`src/rtl/uhio_pkg.sv`:
```
// shared types, constants and port bit helpers for the usb host i/o register block
`default_nettype none

package uhio_pkg;

    // defaults for the top level parameters
    localparam int unsigned NUM_PORTS_DEF   = 2;
    localparam int unsigned RESET_TICKS_DEF = 10;

    // fixed widths
    localparam int TICKS_W    = 4;
    localparam int PORT_SEL_W = 1;
    localparam int PORT_W     = 10;

    // request kinds
    localparam logic [1:0] KIND_READ  = 2'd0;
    localparam logic [1:0] KIND_WRITE = 2'd1;
    localparam logic [1:0] KIND_TICK  = 2'd2;

    // result status codes
    localparam logic [1:0] ST_OK    = 2'd0;
    localparam logic [1:0] ST_WARN  = 2'd1;
    localparam logic [1:0] ST_FATAL = 2'd2;

    // register offsets
    localparam logic [7:0] OFF_CMD    = 8'h00;
    localparam logic [7:0] OFF_STS    = 8'h02;
    localparam logic [7:0] OFF_INTR   = 8'h04;
    localparam logic [7:0] OFF_FRNUM  = 8'h06;
    localparam logic [7:0] OFF_FLBASE = 8'h08;
    localparam logic [7:0] OFF_SOF    = 8'h0C;
    localparam logic [7:0] OFF_PORT0  = 8'h10;
    localparam logic [7:0] OFF_PORT1  = 8'h12;

    // access sizes in bytes
    localparam logic [2:0] SIZE_BYTE  = 3'd1;
    localparam logic [2:0] SIZE_WORD  = 3'd2;
    localparam logic [2:0] SIZE_DWORD = 3'd4;
    localparam logic [2:0] SIZE_NONE  = 3'd0;

    // command bits
    localparam int CMD_RUN     = 0;
    localparam int CMD_HRESET  = 1;
    localparam int CMD_GRESET  = 2;
    localparam int CMD_SUSPEND = 3;
    localparam int CMD_DEBUG   = 5;

    // status halted bit
    localparam int STS_HALTED = 5;

    // reset values
    localparam logic [7:0]        CMD_RESET_VAL = 8'h08;
    localparam logic [7:0]        SOF_RESET_VAL = 8'h40;
    localparam logic [PORT_W-1:0] PORT_IN_RESET = 10'h100;
    localparam logic [PORT_W-1:0] PORT_KEEP     = 10'h0BB;

    typedef enum logic [1:0] {
        OP_FATAL = 2'd0,
        OP_TICK  = 2'd1,
        OP_READ  = 2'd2,
        OP_WRITE = 2'd3
    } op_t;

    typedef enum logic [2:0] {
        REG_CMD    = 3'd0,
        REG_STS    = 3'd1,
        REG_INTR   = 3'd2,
        REG_FRNUM  = 3'd3,
        REG_FLBASE = 3'd4,
        REG_SOF    = 3'd5,
        REG_PORT   = 3'd6
    } reg_sel_t;

    // one classified request as it travels from front to back
    typedef struct packed {
        op_t                   op;
        reg_sel_t              sel;
        logic [PORT_SEL_W-1:0] port_sel;
        logic                  byte_rd;
        logic                  warn;
        logic [31:0]           wdata;
    } entry_t;

    // stored port bits to register view
    function automatic logic [15:0] port_read(input logic [PORT_W-1:0] b);
        port_read = {3'b000, b[9], 2'b00, b[8], b[7], 1'b1, b[6:0]};
    endfunction

    // port register write, change bits cleared by writing one
    function automatic logic [PORT_W-1:0] port_write(input logic [PORT_W-1:0] b,
                                                     input logic [15:0] v);
        logic [PORT_W-1:0] n;
        n = b & PORT_KEEP;
        if (v[12]) n[9] = 1'b1;
        if (v[9])  n[8] = 1'b1;
        if (v[6])  n[6] = 1'b1;
        if (v[3])  n[3] = 1'b0;
        if (v[2])  n[2] = 1'b1;
        if (v[1])  n[1] = 1'b0;
        port_write = n;
    endfunction

endpackage

`default_nettype wire

```
`src/rtl/uhio_front.sv`:
```
// request decode: offset, size and value checks, reserved bit warnings
`default_nettype none

module uhio_front
    import uhio_pkg::*;
#(
    parameter int unsigned NUM_PORTS = NUM_PORTS_DEF
) (
    input  wire logic [15:0] io_base,
    input  wire logic [1:0]  kind,
    input  wire logic [15:0] address,
    input  wire logic [31:0] value,
    input  wire logic [2:0]  size,
    output entry_t           entry
);

    logic [7:0]  off;
    logic [2:0]  need;
    reg_sel_t    sel;
    logic [31:0] vmask;
    logic        is_port;
    logic        port_ok;
    logic        size_eq;
    logic        val_ok;
    logic        warn;

    assign off = address[7:0] - io_base[7:0];

    always_comb begin
        need = SIZE_NONE;
        sel  = REG_CMD;
        case (off)
            OFF_CMD:    begin need = SIZE_WORD;  sel = REG_CMD;    end
            OFF_STS:    begin need = SIZE_WORD;  sel = REG_STS;    end
            OFF_INTR:   begin need = SIZE_WORD;  sel = REG_INTR;   end
            OFF_FRNUM:  begin need = SIZE_WORD;  sel = REG_FRNUM;  end
            OFF_FLBASE: begin need = SIZE_DWORD; sel = REG_FLBASE; end
            OFF_SOF:    begin need = SIZE_BYTE;  sel = REG_SOF;    end
            OFF_PORT0:  begin need = SIZE_WORD;  sel = REG_PORT;   end
            OFF_PORT1:  begin need = SIZE_WORD;  sel = REG_PORT;   end
            default:    begin need = SIZE_NONE;  sel = REG_CMD;    end
        endcase
    end

    assign is_port = (need != SIZE_NONE) && (sel == REG_PORT);
    assign port_ok = {31'd0, off[1]} < NUM_PORTS[31:0];
    assign size_eq = (size == need);

    // write data cut to the register's own width
    always_comb begin
        case (need)
            SIZE_BYTE:  vmask = {24'd0, value[7:0]};
            SIZE_WORD:  vmask = {16'd0, value[15:0]};
            default:    vmask = value;
        endcase
    end

    always_comb begin
        val_ok = 1'b1;
        warn   = 1'b0;
        case (sel)
            REG_CMD: begin
                val_ok = !vmask[CMD_DEBUG];
                warn   = |vmask[15:8];
            end
            REG_STS:    warn = |vmask[15:6];
            REG_INTR:   warn = |vmask[15:4];
            REG_FRNUM:  warn = |vmask[15:11];
            REG_FLBASE: val_ok = (vmask[11:0] == 12'd0);
            REG_SOF:    warn = vmask[7];
            REG_PORT: begin
                val_ok = port_ok && !(vmask[5] || vmask[4] || vmask[0]);
                warn   = !vmask[7];
            end
            default: begin
                val_ok = 1'b1;
                warn   = 1'b0;
            end
        endcase
    end

    always_comb begin
        entry.op       = OP_FATAL;
        entry.sel      = sel;
        entry.port_sel = off[1];
        entry.byte_rd  = (size == SIZE_BYTE);
        entry.warn     = warn;
        entry.wdata    = vmask;
        case (kind)
            KIND_TICK: entry.op = OP_TICK;
            KIND_READ: begin
                if ((need != SIZE_NONE) && (size_eq || (is_port && size == SIZE_BYTE))
                    && (!is_port || port_ok)) begin
                    entry.op = OP_READ;
                end
            end
            KIND_WRITE: begin
                if ((need != SIZE_NONE) && size_eq && val_ok) begin
                    entry.op = OP_WRITE;
                end
            end
            default: entry.op = OP_FATAL;
        endcase
    end

endmodule

`default_nettype wire

```
`src/rtl/uhio_queue.sv`:
```
// two-entry queue of decoded requests between front and back
`default_nettype none

module uhio_queue
    import uhio_pkg::*;
(
    input  wire logic   aclk,
    input  wire logic   aresetn,
    input  wire logic   push,
    input  wire entry_t push_entry,
    input  wire logic   pop,
    output logic        full,
    output logic        valid,
    output entry_t      head
);

    entry_t     mem_reg [2];
    logic       wr_ptr_reg, wr_ptr_next;
    logic       rd_ptr_reg, rd_ptr_next;
    logic [1:0] count_reg, count_next;

    assign full  = (count_reg == 2'd2);
    assign valid = (count_reg != 2'd0);
    assign head  = mem_reg[rd_ptr_reg];

    always_comb begin
        wr_ptr_next = push ? !wr_ptr_reg : wr_ptr_reg;
        rd_ptr_next = pop  ? !rd_ptr_reg : rd_ptr_reg;
        count_next  = count_reg + {1'b0, push} - {1'b0, pop};
    end

    always_ff @(posedge aclk) begin
        if (!aresetn) begin
            wr_ptr_reg <= 1'b0;
            rd_ptr_reg <= 1'b0;
            count_reg  <= 2'd0;
        end else begin
            wr_ptr_reg <= wr_ptr_next;
            rd_ptr_reg <= rd_ptr_next;
            count_reg  <= count_next;
        end
    end

    always_ff @(posedge aclk) begin
        if (push) begin
            mem_reg[wr_ptr_reg] <= push_entry;
        end
    end

endmodule

`default_nettype wire

```
`src/rtl/uhio_back.sv`:
```
// register file, tick handling and the result register
`default_nettype none

module uhio_back
    import uhio_pkg::*;
#(
    parameter int unsigned NUM_PORTS   = NUM_PORTS_DEF,
    parameter int unsigned RESET_TICKS = RESET_TICKS_DEF
) (
    input  wire logic        aclk,
    input  wire logic        aresetn,
    input  wire logic        q_valid,
    input  wire entry_t      q_head,
    output logic             q_pop,
    output logic             m_valid,
    input  wire logic        m_ready,
    output logic [31:0]      m_rdata,
    output logic [1:0]       m_status
);

    logic [7:0]         cmd_reg,    cmd_next;
    logic [5:0]         sts_reg,    sts_next;
    logic [3:0]         intr_reg,   intr_next;
    logic [15:0]        frnum_reg,  frnum_next;
    logic [31:0]        flbase_reg, flbase_next;
    logic [7:0]         sof_reg,    sof_next;
    logic [PORT_W-1:0]  port_reg   [NUM_PORTS];
    logic [PORT_W-1:0]  port_next  [NUM_PORTS];
    logic [TICKS_W-1:0] ticks_reg,  ticks_next;
    logic               m_valid_reg, m_valid_next;
    logic [31:0]        rdata_reg,  rdata_next;
    logic [1:0]         status_reg, status_next;
    logic               hreset;
    logic [15:0]        pview;

    assign q_pop    = q_valid && (!m_valid_reg || m_ready);
    assign m_valid  = m_valid_reg;
    assign m_rdata  = rdata_reg;
    assign m_status = status_reg;

    always_comb begin
        cmd_next    = cmd_reg;
        sts_next    = sts_reg;
        intr_next   = intr_reg;
        frnum_next  = frnum_reg;
        flbase_next = flbase_reg;
        sof_next    = sof_reg;
        ticks_next  = ticks_reg;
        for (int i = 0; i < NUM_PORTS; i++) begin
            port_next[i] = port_reg[i];
        end
        rdata_next  = rdata_reg;
        status_next = status_reg;
        hreset      = 1'b0;
        pview       = 16'd0;
        m_valid_next = q_pop ? 1'b1 : (m_ready ? 1'b0 : m_valid_reg);

        if (q_pop) begin
            rdata_next  = 32'd0;
            status_next = ST_OK;
            case (q_head.op)
                OP_TICK: begin
                    frnum_next = {6'd0, frnum_reg[9:0] + 10'd1};
                    for (int i = 0; i < NUM_PORTS; i++) begin
                        if (ticks_reg != '0) begin
                            port_next[i] = PORT_IN_RESET;
                        end else begin
                            port_next[i] = port_reg[i] & ~PORT_IN_RESET;
                        end
                    end
                    if (ticks_reg != '0) begin
                        ticks_next = ticks_reg - TICKS_W'(1);
                    end
                    if (!cmd_reg[CMD_RUN]) begin
                        sts_next[STS_HALTED] = 1'b1;
                    end
                end
                OP_READ: begin
                    for (int i = 0; i < NUM_PORTS; i++) begin
                        if (q_head.port_sel == PORT_SEL_W'(i)) begin
                            pview = port_read(port_reg[i]);
                        end
                    end
                    case (q_head.sel)
                        REG_CMD:    rdata_next = {24'd0, cmd_reg};
                        REG_STS:    rdata_next = {26'd0, sts_reg};
                        REG_INTR:   rdata_next = {28'd0, intr_reg};
                        REG_FRNUM:  rdata_next = {16'd0, frnum_reg};
                        REG_FLBASE: rdata_next = flbase_reg;
                        REG_SOF:    rdata_next = {24'd0, sof_reg};
                        REG_PORT: begin
                            rdata_next = q_head.byte_rd ? {24'd0, pview[7:0]}
                                                        : {16'd0, pview};
                        end
                        default:    rdata_next = 32'd0;
                    endcase
                end
                OP_WRITE: begin
                    status_next = q_head.warn ? ST_WARN : ST_OK;
                    case (q_head.sel)
                        REG_CMD: begin
                            cmd_next = q_head.wdata[7:0];
                            if (q_head.wdata[CMD_GRESET]) begin
                                ticks_next = TICKS_W'(RESET_TICKS);
                            end
                            hreset = q_head.wdata[CMD_HRESET];
                        end
                        REG_STS:    sts_next  = sts_reg & ~q_head.wdata[5:0];
                        REG_INTR:   intr_next = q_head.wdata[3:0];
                        REG_FRNUM: begin
                            if (sts_reg[STS_HALTED]) begin
                                frnum_next = q_head.wdata[15:0];
                            end
                        end
                        REG_FLBASE: flbase_next = q_head.wdata;
                        REG_SOF:    sof_next    = q_head.wdata[7:0];
                        REG_PORT: begin
                            // suspend request while globally suspended
                            if (q_head.wdata[12] && cmd_reg[CMD_SUSPEND]) begin
                                status_next = ST_WARN;
                            end
                            for (int i = 0; i < NUM_PORTS; i++) begin
                                if (q_head.port_sel == PORT_SEL_W'(i)) begin
                                    port_next[i] = port_write(port_reg[i],
                                                              q_head.wdata[15:0]);
                                end
                            end
                        end
                        default: status_next = ST_FATAL;
                    endcase
                end
                default: status_next = ST_FATAL;
            endcase
        end

        // host reset wins over everything the same write did
        if (hreset) begin
            cmd_next    = CMD_RESET_VAL;
            sts_next    = 6'd0;
            intr_next   = 4'd0;
            frnum_next  = 16'd0;
            flbase_next = 32'd0;
            sof_next    = SOF_RESET_VAL;
            ticks_next  = '0;
            for (int i = 0; i < NUM_PORTS; i++) begin
                port_next[i] = '0;
            end
        end
    end

    always_ff @(posedge aclk) begin
        if (!aresetn) begin
            cmd_reg     <= CMD_RESET_VAL;
            sts_reg     <= 6'd0;
            intr_reg    <= 4'd0;
            frnum_reg   <= 16'd0;
            flbase_reg  <= 32'd0;
            sof_reg     <= SOF_RESET_VAL;
            ticks_reg   <= '0;
            m_valid_reg <= 1'b0;
            for (int i = 0; i < NUM_PORTS; i++) begin
                port_reg[i] <= '0;
            end
        end else begin
            cmd_reg     <= cmd_next;
            sts_reg     <= sts_next;
            intr_reg    <= intr_next;
            frnum_reg   <= frnum_next;
            flbase_reg  <= flbase_next;
            sof_reg     <= sof_next;
            ticks_reg   <= ticks_next;
            m_valid_reg <= m_valid_next;
            for (int i = 0; i < NUM_PORTS; i++) begin
                port_reg[i] <= port_next[i];
            end
        end
    end

    always_ff @(posedge aclk) begin
        rdata_reg  <= rdata_next;
        status_reg <= status_next;
    end

endmodule

`default_nettype wire

```
`src/rtl/usb_host_io_registers.sv`:
```
// top level of the usb host controller i/o register block
//
//  channel   direction  tdata                                   tuser
//  s_*       in         address[15:0] value[47:16] size[50:48]  kind[1:0]
//  m_*       out        read_data[31:0]                         status[1:0]
//  cfg_*     in         io_base on cfg_wr_data[15:0]            -
//
// one request per cycle sustained while results are taken; a result is offered
//   once its request has passed the queue register, then the result register
// the front decodes into a two-entry queue, the back updates the register
//   file and loads the result register, each stalling on its own
// a stalled result holds while the queue keeps taking requests until full
// synchronous active-low reset sets every register but the result data, status and queue storage at once
// io_base only changes on a configuration write or aresetn, never on host reset
`default_nettype none

module usb_host_io_registers
    import uhio_pkg::*;
#(
    parameter int unsigned NUM_PORTS   = NUM_PORTS_DEF,
    parameter int unsigned RESET_TICKS = RESET_TICKS_DEF
) (
    input  wire logic        aclk,
    input  wire logic        aresetn,
    // configuration: io base address
    input  wire logic        cfg_wr_en,
    input  wire logic [15:0] cfg_wr_data,
    // request channel
    input  wire logic        s_tvalid,
    output logic             s_tready,
    input  wire logic [55:0] s_tdata,   // address[15:0], value[47:16], size[50:48], zero
    input  wire logic [1:0]  s_tuser,   // kind[1:0]
    // result channel
    output logic             m_tvalid,
    input  wire logic        m_tready,
    output logic [31:0]      m_tdata,   // read_data[31:0]
    output logic [1:0]       m_tuser    // status[1:0]
);

    logic [15:0] io_base_reg;
    entry_t      dec_entry;
    entry_t      q_head;
    logic        q_full;
    logic        q_valid;
    logic        q_pop;
    logic        s_push;

    // base address register; users must write it only while idle, not enforced
    always_ff @(posedge aclk) begin
        if (!aresetn) begin
            io_base_reg <= 16'd0;
        end else if (cfg_wr_en) begin
            io_base_reg <= cfg_wr_data;
        end
    end

    assign s_tready = !q_full;
    assign s_push   = s_tvalid && s_tready;

    // front: classify the request
    uhio_front #(
        .NUM_PORTS (NUM_PORTS)
    ) u_front (
        .io_base (io_base_reg),
        .kind    (s_tuser),
        .address (s_tdata[15:0]),
        .value   (s_tdata[47:16]),
        .size    (s_tdata[50:48]),
        .entry   (dec_entry)
    );

    // decoupling queue
    uhio_queue u_queue (
        .aclk       (aclk),
        .aresetn    (aresetn),
        .push       (s_push),
        .push_entry (dec_entry),
        .pop        (q_pop),
        .full       (q_full),
        .valid      (q_valid),
        .head       (q_head)
    );

    // back: register file and result register
    uhio_back #(
        .NUM_PORTS   (NUM_PORTS),
        .RESET_TICKS (RESET_TICKS)
    ) u_back (
        .aclk     (aclk),
        .aresetn  (aresetn),
        .q_valid  (q_valid),
        .q_head   (q_head),
        .q_pop    (q_pop),
        .m_valid  (m_tvalid),
        .m_ready  (m_tready),
        .m_rdata  (m_tdata),
        .m_status (m_tuser)
    );

    // writes, ticks and failed requests return zero data
    a_nonread_zero: assert property (@(posedge aclk) disable iff (!aresetn)
        q_pop && (q_head.op != OP_READ) |=> (m_tdata == 32'd0))
        else $error("non-read result carries data");

    // reads never raise a reserved-bits warning
    a_read_no_warn: assert property (@(posedge aclk) disable iff (!aresetn)
        q_pop && (q_head.op == OP_READ) |=> (m_tuser != ST_WARN))
        else $error("read result flagged with warning");

    // back-pressure on the request side only when the queue holds work
    a_full_has_head: assert property (@(posedge aclk) disable iff (!aresetn)
        !s_tready |-> q_valid)
        else $error("request side stalled with empty queue");

endmodule

`default_nettype wire
```
`config.mk`:
```
export PLATFORM = sky130hd
export DESIGN_NAME = usb_host_io_registers
export DESIGN_NICKNAME = d
export VERILOG_FILES = /design/src/rtl/uhio_pkg.sv /design/src/rtl/uhio_front.sv /design/src/rtl/uhio_queue.sv /design/src/rtl/uhio_back.sv /design/src/rtl/usb_host_io_registers.sv
export SDC_FILE = /design/constraint.sdc
export NUM_CORES = 1
export LEC_CHECK = 0
export BUFFER_PORTS_ARGS = -buffer_cell sky130_fd_sc_hd__buf_2
export CAP_MARGIN = 0
export CORE_ASPECT_RATIO = 1.75
export CORE_UTILIZATION = 63
export CTS_CLUSTER_SIZE = 10
export DETAILED_ROUTE_END_ITERATION = 6
export GPL_ROUTABILITY_DRIVEN = 0
export PLACE_DENSITY = 0.85
export SLEW_MARGIN = 20
export SYNTH_ARGS = -nofsm -noshare
export SYNTH_HDL_FRONTEND = slang
export SYNTH_SLANG_ARGS = --single-unit
```
`constraint.sdc`:
```
create_clock -name aclk -period 10.34 [get_ports aclk]
set_input_delay 0.517 -clock aclk [delete_from_list [all_inputs] [get_ports aclk]]
set_output_delay 0.517 -clock aclk [all_outputs]
set_load 0.01 [all_outputs]
```
==> impl_metrics.env, run 1 <==
export IMPL_status="complete, no violations"
export IMPL_tightest_slew_ns=1.04
export IMPL_drive_gt1_frac=0.167
export IMPL_synth_flop_cell="edfxtp_1"
export IMPL_clk_latency_ns=0.52
export IMPL_syn_to_final_growth_pct=14.0
export IMPL_clock_path_buffers=3
export IMPL_cts_setup_buffers=0
export IMPL_finalSetupViolations=0
export IMPL_start_util=0.642
export IMPL_yosysWarnings=0
export IMPL_antenna_found_initial=1
export IMPL_ir_drop_uv=228
export IMPL_max_stage_delay_ns=0.67
export IMPL_holdBufCountCts=0
export IMPL_syn_inst=862
export IMPL_synth_edff_count=114
export IMPL_cp_num_buf_inv=1
export IMPL_grt_pass1_wl_um=34200
export IMPL_vias_per_cell=6.09
export IMPL_port_buffers=93
export IMPL_layout_commonest_cell="edfxtp_1"
export IMPL_yosysSeqAreaShare=0.570
export IMPL_final_cell_mix="edfxtp_1, nor2_1, dfxtp_1"
export IMPL_htreeDepth=1
export IMPL_fin_crit_sh=0.349
export IMPL_rr_worst_depth=10
export IMPL_start_kind="flip-flop"
export IMPL_cts_resized=0
export IMPL_grt_total_usage=0.286
export IMPL_end_kind="flip-flop"
export IMPL_path_delay_family="compound AO/OA/AOI/OAI gates"
export IMPL_min_path_type="in -> reg"
export IMPL_path_cells="ha_1 > inv_1 > fa_1 > a211o_1 > a211oi_1 > or3_1 > o2111ai_1 > or3_1 > a211oi_1 > a21oi_1"
export IMPL_arrival_ns=3.85
export IMPL_numClockSinks=214
export IMPL_cts_tree="built"
export IMPL_synth_compound_area_share=0.135
export IMPL_p_leak_uw=0.00396
export IMPL_hold_path_depth=1
export IMPL_design_die_area_mm2=0.0156
export IMPL_drt_total_wl_um=21600
export IMPL_grt_max_degree=69
export IMPL_synth_top_family_by_area="simple AND/OR/NAND/NOR gates"
export IMPL_synth_xor_area_share=0.0130
export IMPL_crit_cells=10
export IMPL_rsz0062_at_grt="no"
export IMPL_avgSynthCellArea_um2=11.0
export IMPL_ys_types=68
export IMPL_synth_mux_area_frac=0.0740
export IMPL_drv_cap=0
export IMPL_maxSlewViolCount=0
export IMPL_tns_ns=0
export IMPL_core_mm2=0.0148
export IMPL_numCtsBuffers=25
export IMPL_period_needed_ns=3.61
export IMPL_firstDrtPassIters=5
export IMPL_final_net_count=1040
export IMPL_path_max_fanout=11
export IMPL_criticalPathCategory="reg -> reg"
export IMPL_place_hpwl_um=14100
export IMPL_ys_seq_elements=214
export IMPL_rows=59
export IMPL_place_ws_ns=6.45
export IMPL_relSlewSlack=0.304
export IMPL_drtIter0Drc=439
export IMPL_required_ns=10.58
export IMPL_largest_reg_flops=80
export IMPL_clkTransAtPathRegs_ns=0.06
export IMPL_critPathSlowestCell="or3_1"
export IMPL_root_buffer="clkbuf_16"
export IMPL_fp_dieH_um=165
export IMPL_drc_errors=0
export IMPL_holdWs_ns=0.212
export IMPL_finClkSkew_ns=0.0118
export IMPL_synthAdderAreaFrac=0.0218
export IMPL_grt_pass1_vias=6936
export IMPL_synth_area_mm2=0.00952
export IMPL_detail_route_antenna_nets=0
export IMPL_p_per_area_mw_per_mm2=235
export IMPL_io_pins=115
export IMPL_wl_per_cell_um=18.8
export IMPL_vias=6989
export IMPL_max_freq_ghz=0.277
export IMPL_syn_nets=957
export IMPL_hold_viol=0
export IMPL_worst_slack_ns=6.73
export IMPL_grt_overflow=0
export IMPL_fp_dieW_um=94.9
export IMPL_synthSimpleGateAreaFrac=0.158
export IMPL_async_flop_share=0
worst register-to-register path, delay by kind of cell (launching register included):
kind	cells	cell delay (ns)
compound gates	5	1.41
fa+ha+maj	2	0.67
buf+inv	1	0.07
flops	1	0.35
simple gates	2	0.83
cells in the mapped netlist, types with 2 or more instances:
library cell / count / share of area
o21a_1: 4 / 0.0032
and3_1: 28 / 0.018
inv_1: 18 / 0.0071
a31oi_1: 5 / 0.0033
o2111ai_1: 2 / 0.0018
and3b_1: 2 / 0.0018
xnor2_1: 7 / 0.0064
a21o_1: 4 / 0.0032
nand4_1: 6 / 0.0039
a211o_1: 2 / 0.0018
o22ai_1: 2 / 0.0013
nand3_1: 12 / 0.0063
o31a_1: 6 / 0.0055
a21oi_1: 38 / 0.020
nand2b_1: 3 / 0.0020
mux2_2: 7 / 0.0083
buf_2: 21 / 0.011
o21ai_0: 27 / 0.014
nor3_2: 3 / 0.0032
o21ai_1: 3 / 0.0016
nor2b_1: 19 / 0.012
mux2i_1: 58 / 0.061
a211oi_1: 56 / 0.044
xor2_1: 4 / 0.0037
ha_1: 15 / 0.020
a311oi_1: 2 / 0.0018
nor3_1: 10 / 0.0053
mux2i_4: 2 / 0.0047
nand2_1: 66 / 0.026
a22oi_1: 9 / 0.0071
a211o_2: 2 / 0.0021
buf_1: 3 / 0.0012
or3_1: 5 / 0.0033
dfxtp_1: 100 / 0.21
nor3b_1: 3 / 0.0024
a221oi_1: 7 / 0.0064
o211ai_1: 2 / 0.0016
and2_1: 33 / 0.022
edfxtp_1: 114 / 0.36
nand3b_1: 3 / 0.0024
nor2_4: 2 / 0.0024
nor2_1: 102 / 0.040
clkbuf_1: 20 / 0.0079
metal layers:
layer / track usage / vias up / wire length [um]
met5: 0 / - / 0
met2: 0.529 / 253 / 11800
met4: 0.160 / 0 / 1060
met3: 0.0405 / 79 / 1130
met1: 0.302 / 3330 / 7580
li1: - / 3327 / -
report_power, final:
| part | total [uW] | switching [uW] | internal (uW) |
|---|---|---|---|
| clock network | 785 | 328 | 457 |
| registers | 1100 | 53.0 | 1050 |
| logic | 667 | 440 | 226 |
layout make-up:
type | count | area, um2
Timing Repair Buffer | 102 | 546
Multi-Input combinational cell | 583 | 3850
Clock inverter | 2 | 28.8
Antenna cell | 1 | 2.50
Tap cell | 183 | 229
Inverter | 19 | 71.3
Sequential cell | 214 | 5430
Clock buffer | 44 | 697
Fill cell | 1000 | 3980
cells by family after synthesis:
family,count (synthesis)
AND/OR/NAND/NOR,303
flip-flops,214
AO/OA/AOI/OAI,185
multiplexers,67
buffers and inverters,65
adder cells (fa/ha/maj),16
XOR/XNOR,12
metrics by stage:
step	util	cell area (um2)	instances	total power (uW)
CTS	0.730	10800	1146	2560
finish	0.732	10900	1148	2560
global route	0.732	10900	1148	2660
floorplan	-	9520	862	1560
detailed placement	0.681	10100	1100	1770
global placement	0.681	10100	1100	1750
final timing paths:
check	from	end	slack (ns)
max	io_base_reg[0]$_SDFFE_PN0P_	u_queue.mem_reg[1][32]$_DFFE_PP_	6.73
min	s_tdata[19]	u_queue.mem_reg[1][3]$_DFFE_PP_	0.21
max reg2reg	io_base_reg[0]$_SDFFE_PN0P_	u_queue.mem_reg[1][32]$_DFFE_PP_	6.73
min reg2reg	u_back.sts_reg[1]$_SDFFE_PP0P_	u_back.sts_reg[1]$_SDFFE_PP0P_	0.45
(Power assumes the default switching activity.)
==> run 2, diff against run 1 <==
Settings changed: CORE_UTILIZATION 63 to 58, PLACE_DENSITY 0.85 to 0.8.
Clock period 10.34 ns to 3.5 ns, I/O delays scaled along.
==> impl_metrics.env, run 2 (same netlist as run 1, synthesis figures left out) <==
export IMPL_status="complete, no violations"
export IMPL_p_per_area_mw_per_mm2=670
export IMPL_ir_drop_uv=448
export IMPL_start_kind="flip-flop"
export IMPL_io_pins=115
export IMPL_rr_startpoint="io_base_reg[0]$_SDFFE_PN0P_"
export IMPL_finClkSkew_ns=0.0140
export IMPL_fp_dieH_um=172
export IMPL_vias_per_cell=5.95
export IMPL_grt_pass1_vias=7186
export IMPL_met3_length_um=1020
export IMPL_power_total_uw=7630
export IMPL_vias=7162
export IMPL_start_util=0.597
export IMPL_port_buffers=93
export IMPL_drv_cap=0
export IMPL_period_needed_ns=3.14
export IMPL_cts_resized=0
export IMPL_cts_setup_buffers=0
export IMPL_pwr_share_clk=0.302
export IMPL_grt_max_degree=64
export IMPL_clk_latency_ns=0.52
export IMPL_numClockSinks=214
export IMPL_end_kind="flip-flop"
export IMPL_htreeDepth=1
export IMPL_path_max_fanout=11
export IMPL_regToRegEndpoint="u_queue.mem_reg[0][38]$_DFFE_PP_"
export IMPL_criticalPathCategory="reg -> reg"
export IMPL_syn_to_final_growth_pct=19.6
export IMPL_numCtsBuffers=25
export IMPL_internal_power_uw=5200
export IMPL_required_ns=3.74
export IMPL_firstDrtPassIters=5
export IMPL_layout_commonest_cell="edfxtp_1"
export IMPL_clock_path_buffers=3
export IMPL_seq_power_share=0.430
export IMPL_highest_layer="met4"
export IMPL_final_net_count=1092
export IMPL_pwr_share_comb=0.268
export IMPL_hold_viol=0
export IMPL_r2r_slack_ns=0.36
export IMPL_core_mm2=0.0160
export IMPL_detail_route_antenna_nets=0
export IMPL_rr_worst_depth=10
export IMPL_finalSetupViolations=0
export IMPL_antenna_found_initial=0
export IMPL_rows=61
export IMPL_antenna_cells=0
export IMPL_p_sw_frac=0.319
export IMPL_final_cell_mix="edfxtp_1, nor2_1, dfxtp_1"
export IMPL_wl_per_cell_um=18.4
export IMPL_rsz0062_at_grt="no"
export IMPL_maxSlewViolCount=0
export IMPL_arrival_ns=3.39
export IMPL_fp_dieW_um=98.9
export IMPL_hold_path_end="u_queue.mem_reg[1][33]$_DFFE_PP_"
export IMPL_root_buffer="clkbuf_16"
export IMPL_max_freq_ghz=0.318
export IMPL_holdBufCountCts=38
export IMPL_grt_pass1_wl_um=34900
export IMPL_drt_total_wl_um=22100
export IMPL_grt_total_usage=0.264
export IMPL_p_leak_uw=0.00420
export IMPL_switchingPower_uw=2430
export IMPL_tightest_slew_ns=0.994
export IMPL_drc_errors=0
export IMPL_cts_tree="built"
export IMPL_place_hpwl_um=14600
export IMPL_grt_overflow=0
export IMPL_fin_crit_sh=0.898
export IMPL_clkTransAtPathRegs_ns=0.06
export IMPL_design_die_area_mm2=0.0170
export IMPL_min_path_type="in -> reg"
export IMPL_min_from="s_tdata[50]"
export IMPL_largest_reg_flops=80
export IMPL_wl_met2_um=12200
export IMPL_drive_gt1_frac=0.172
export IMPL_wl_met1_um=7960
export IMPL_hold_path_depth=2
export IMPL_tns_ns=0
export IMPL_drtIter0Drc=292
export IMPL_relSlewSlack=0.337
run 2: cell count changes in the layout (fill, tap and decap cells not counted):
cell,change
buf_12,+2
buf_16,+1
dlygate4sd3_1,+38
clkbuf_1,-1
diode_2,-1
buf_4,+11
run 2: worst max-delay path by stage:
stage	slack [ns]	start	cells after the start	end
final	0.36	io_base_reg[0]$_SDFFE_PN0P_	10	u_queue.mem_reg[0][38]$_DFFE_PP_
after floorplan	0.43	flip-flop	12	u_back.ticks_reg[3]$_SDFFE_PP0P_
after global routing	0.18	io_base_reg[0]$_SDFFE_PN0P_	10	u_queue.mem_reg[1][38]$_DFFE_PP_
after global placement	0.45	s_tdata[0]	12	u_queue.mem_reg[0][23]$_DFFE_PP_
after CTS	0.35	io_base_reg[0]$_SDFFE_PN0P_	10	u_queue.mem_reg[0][38]$_DFFE_PP_
after detailed placement	0.40	io_base_reg[0]$_SDFFE_PN0P_	10	u_queue.mem_reg[1][38]$_DFFE_PP_
run 2: critical path, cell delays in order (launching register included):
cell	delay (ns)
dfxtp_1	0.34
ha_1	0.21
inv_1	0.07
fa_1	0.43
xnor2_1	0.70
nand2_1	0.14
a211o_2	0.29
a21o_1	0.21
o21ba_1	0.20
o211ai_2	0.15
o21ai_0	0.14
run 2: layer usage:
metal / global-route usage / up-vias
met5: 0 / -
met4: 0.145 / 0
met3: 0.0321 / 69
met2: 0.507 / 238
met1: 0.276 / 3425
li1: - / 3430
run 2: layout make-up:
| cell class | instances | area [um2] |
|---|---|---|
| fill | 1096 | 4560 |
| tap | 189 | 236 |
| inverter | 19 | 71.3 |
| clock buffer | 43 | 693 |
| sequential | 214 | 5430 |
| timing repair buffer | 154 | 1080 |
| multi-input combinational | 583 | 3850 |
| clock inverter | 2 | 28.8 |
run 2: power groups by stage:
stage | logic (uW) | clock network, uW | registers, uW
detailed placement | 1980 | 0 | 3320
CTS | 2030 | 2340 | 3270
global placement | 1910 | 0 | 3310
global route | 2210 | 2430 | 3310
finish | 2050 | 2300 | 3280
floorplan | 1250 | 0 | 3360
run 2: metrics by stage:
step	hold slack, ns	utilization	cell area (um2)	setup WS, ns	std cells
global route	0.0137	0.714	11400	0.180	1204
finish	0.0232	0.714	11400	0.356	1204
floorplan	0.274	-	9530	0.432	862
global placement	0.399	0.642	10200	0.453	1119
detailed placement	0.400	0.645	10300	0.403	1121
CTS	0.00934	0.714	11400	0.348	1204
==> run 3, diff against run 2 <==
Settings changed: REMOVE_ABC_BUFFERS from default to 1.
==> impl_metrics.env, run 3 (same netlist as run 1, synthesis figures left out) <==
export IMPL_ff_latch_area_mm2=0.00543
export IMPL_final_net_count=1096
export IMPL_regToRegEndpoint="u_queue.mem_reg[0][32]$_DFFE_PP_"
export IMPL_arrival_ns=3.50
export IMPL_hold_viol=0
export IMPL_grt_overflow=0
export IMPL_met3_usage=0.0394
export IMPL_rr_worst_depth=10
export IMPL_period_needed_ns=3.26
export IMPL_startpoint="io_base_reg[0]$_SDFFE_PN0P_"
export IMPL_drtIter0Drc=321
export IMPL_fp_dieH_um=172
export IMPL_min_path_type="in -> reg"
export IMPL_stdcell_count=1209
export IMPL_grt_max_degree=82
export IMPL_maxSlewViolCount=0
export IMPL_clock_path_buffers=3
export IMPL_largest_reg_flops=80
export IMPL_wl_per_cell_um=18.4
export IMPL_end_kind="flip-flop"
export IMPL_worst_slack_ns=0.244
export IMPL_p_leak_uw=0.00421
export IMPL_busiest_layer="met2"
export IMPL_place_hpwl_um=14600
export IMPL_detail_route_antenna_nets=0
export IMPL_vias_per_cell=5.97
export IMPL_met1_usage=0.272
export IMPL_multi_input_area_mm2=0.00385
export IMPL_grt_pass1_vias=7414
export IMPL_cts_tree="built"
export IMPL_relSlewSlack=0.358
export IMPL_max_freq_ghz=0.307
export IMPL_design_die_area_mm2=0.0170
export IMPL_drt_total_wl_um=22300
export IMPL_nFillCells=1116
export IMPL_setup_worst_path_end="u_queue.mem_reg[0][32]$_DFFE_PP_"
export IMPL_drive_gt1_frac=0.176
export IMPL_power_total_uw=7630
export IMPL_firstDrtPassIters=5
export IMPL_path_max_fanout=9
export IMPL_clkTransAtPathRegs_ns=0.06
export IMPL_rows=61
export IMPL_syn_to_final_growth_pct=19.5
export IMPL_tightest_slew_ns=0.960
export IMPL_grt_total_usage=0.269
export IMPL_core_mm2=0.0160
export IMPL_start_util=0.597
export IMPL_place_ws_ns=0.249
export IMPL_rsz0062_at_grt="no"
export IMPL_r2r_slack_ns=0.24
export IMPL_numCtsBuffers=25
export IMPL_fp_dieW_um=98.9
export IMPL_rr_startpoint="io_base_reg[0]$_SDFFE_PN0P_"
export IMPL_fin_util=0.714
export IMPL_clk_latency_ns=0.51
export IMPL_tns_ns=0
export IMPL_finalSetupViolations=0
export IMPL_drv_cap=0
export IMPL_fin_crit_sh=0.930
export IMPL_dp_cells=1125
export IMPL_root_buffer="clkbuf_16"
export IMPL_port_buffers=93
export IMPL_status="complete, no violations"
export IMPL_final_cell_mix="edfxtp_1, nor2_1, dfxtp_1"
export IMPL_ir_drop_uv=452
export IMPL_start_kind="flip-flop"
export IMPL_grt_pass1_wl_um=35600
export IMPL_required_ns=3.74
export IMPL_antenna_found_initial=0
export IMPL_numClockSinks=214
export IMPL_criticalPathCategory="reg -> reg"
export IMPL_gr_usage_met2=0.503
export IMPL_p_per_area_mw_per_mm2=670
export IMPL_drc_errors=0
export IMPL_io_pins=115
export IMPL_htreeDepth=1
export IMPL_antenna_cells=0
export IMPL_layout_commonest_cell="edfxtp_1"
export IMPL_finClkSkew_ns=0.0148
export IMPL_vias=7220
run 3: critical path, cell delays in order, from the launching register on:
cell,delay (ns)
dfxtp_1,0.34
ha_1,0.22
inv_1,0.07
fa_1,0.44
a211o_1,0.34
a211oi_1,0.26
or3_1,0.15
o2111ai_1,0.19
or3_1,0.58
a211oi_1,0.32
a21oi_1,0.10
run 3: what timing repair did:
| action | in CTS | in global routing |
|---|---|---|
| hold buffers | 37 | 0 |
| resized for setup | 0 | 0 |
| endpoints found under the hold margin | 66 | 0 |
| setup buffers | 0 | 0 |
run 3: area by class of cell:
type,count,share of cell area
Clock inverter,2,0.00132
Multi-Input combinational cell,583,0.339
Sequential cell,214,0.477
Clock buffer,44,0.0612
Timing Repair Buffer,158,0.0952
Inverter,19,0.00626
Tap cell,189,0.0208
run 3: power breakdown:
group | internal, uW | leakage, uW | switching (uW) | total [uW]
sequential | 3110 | 0.00189 | 185 | 3290
combinational | 751 | 0.00198 | 1300 | 2050
clock | 1340 | 0.000340 | 952 | 2290
run 3: worst min-delay path by stage:
stage	from	end	slack, ns	cells after the start
floorplan	s_tdata[16]	u_queue.mem_reg[0][0]$_DFFE_PP_	0.27	0
global placement	s_tdata[16]	u_queue.mem_reg[1][0]$_DFFE_PP_	0.40	1
detailed placement	s_tdata[16]	u_queue.mem_reg[0][0]$_DFFE_PP_	0.40	1
CTS	s_tdata[29]	u_queue.mem_reg[1][13]$_DFFE_PP_	0.002	2
global route	s_tdata[26]	u_queue.mem_reg[1][10]$_DFFE_PP_	0.02	2
finish	s_tdata[26]	u_queue.mem_reg[1][10]$_DFFE_PP_	0.01	2
run 3: per-layer routing:
layer | routed length [um] | up-vias
met5 | 0 | -
met4 | 1370 | 0
met3 | 1200 | 92
met2 | 12000 | 286
met1 | 7730 | 3405
li1 | - | 3437
run 3: stage by stage:
stage                     hold WS, ns  area (um2)
final                         0.00975       11400
after floorplan                 0.274        9310
after CTS                     0.00200       11400
after global placement          0.397       10300
after detailed placement        0.401       10300
after global routing           0.0184       11400
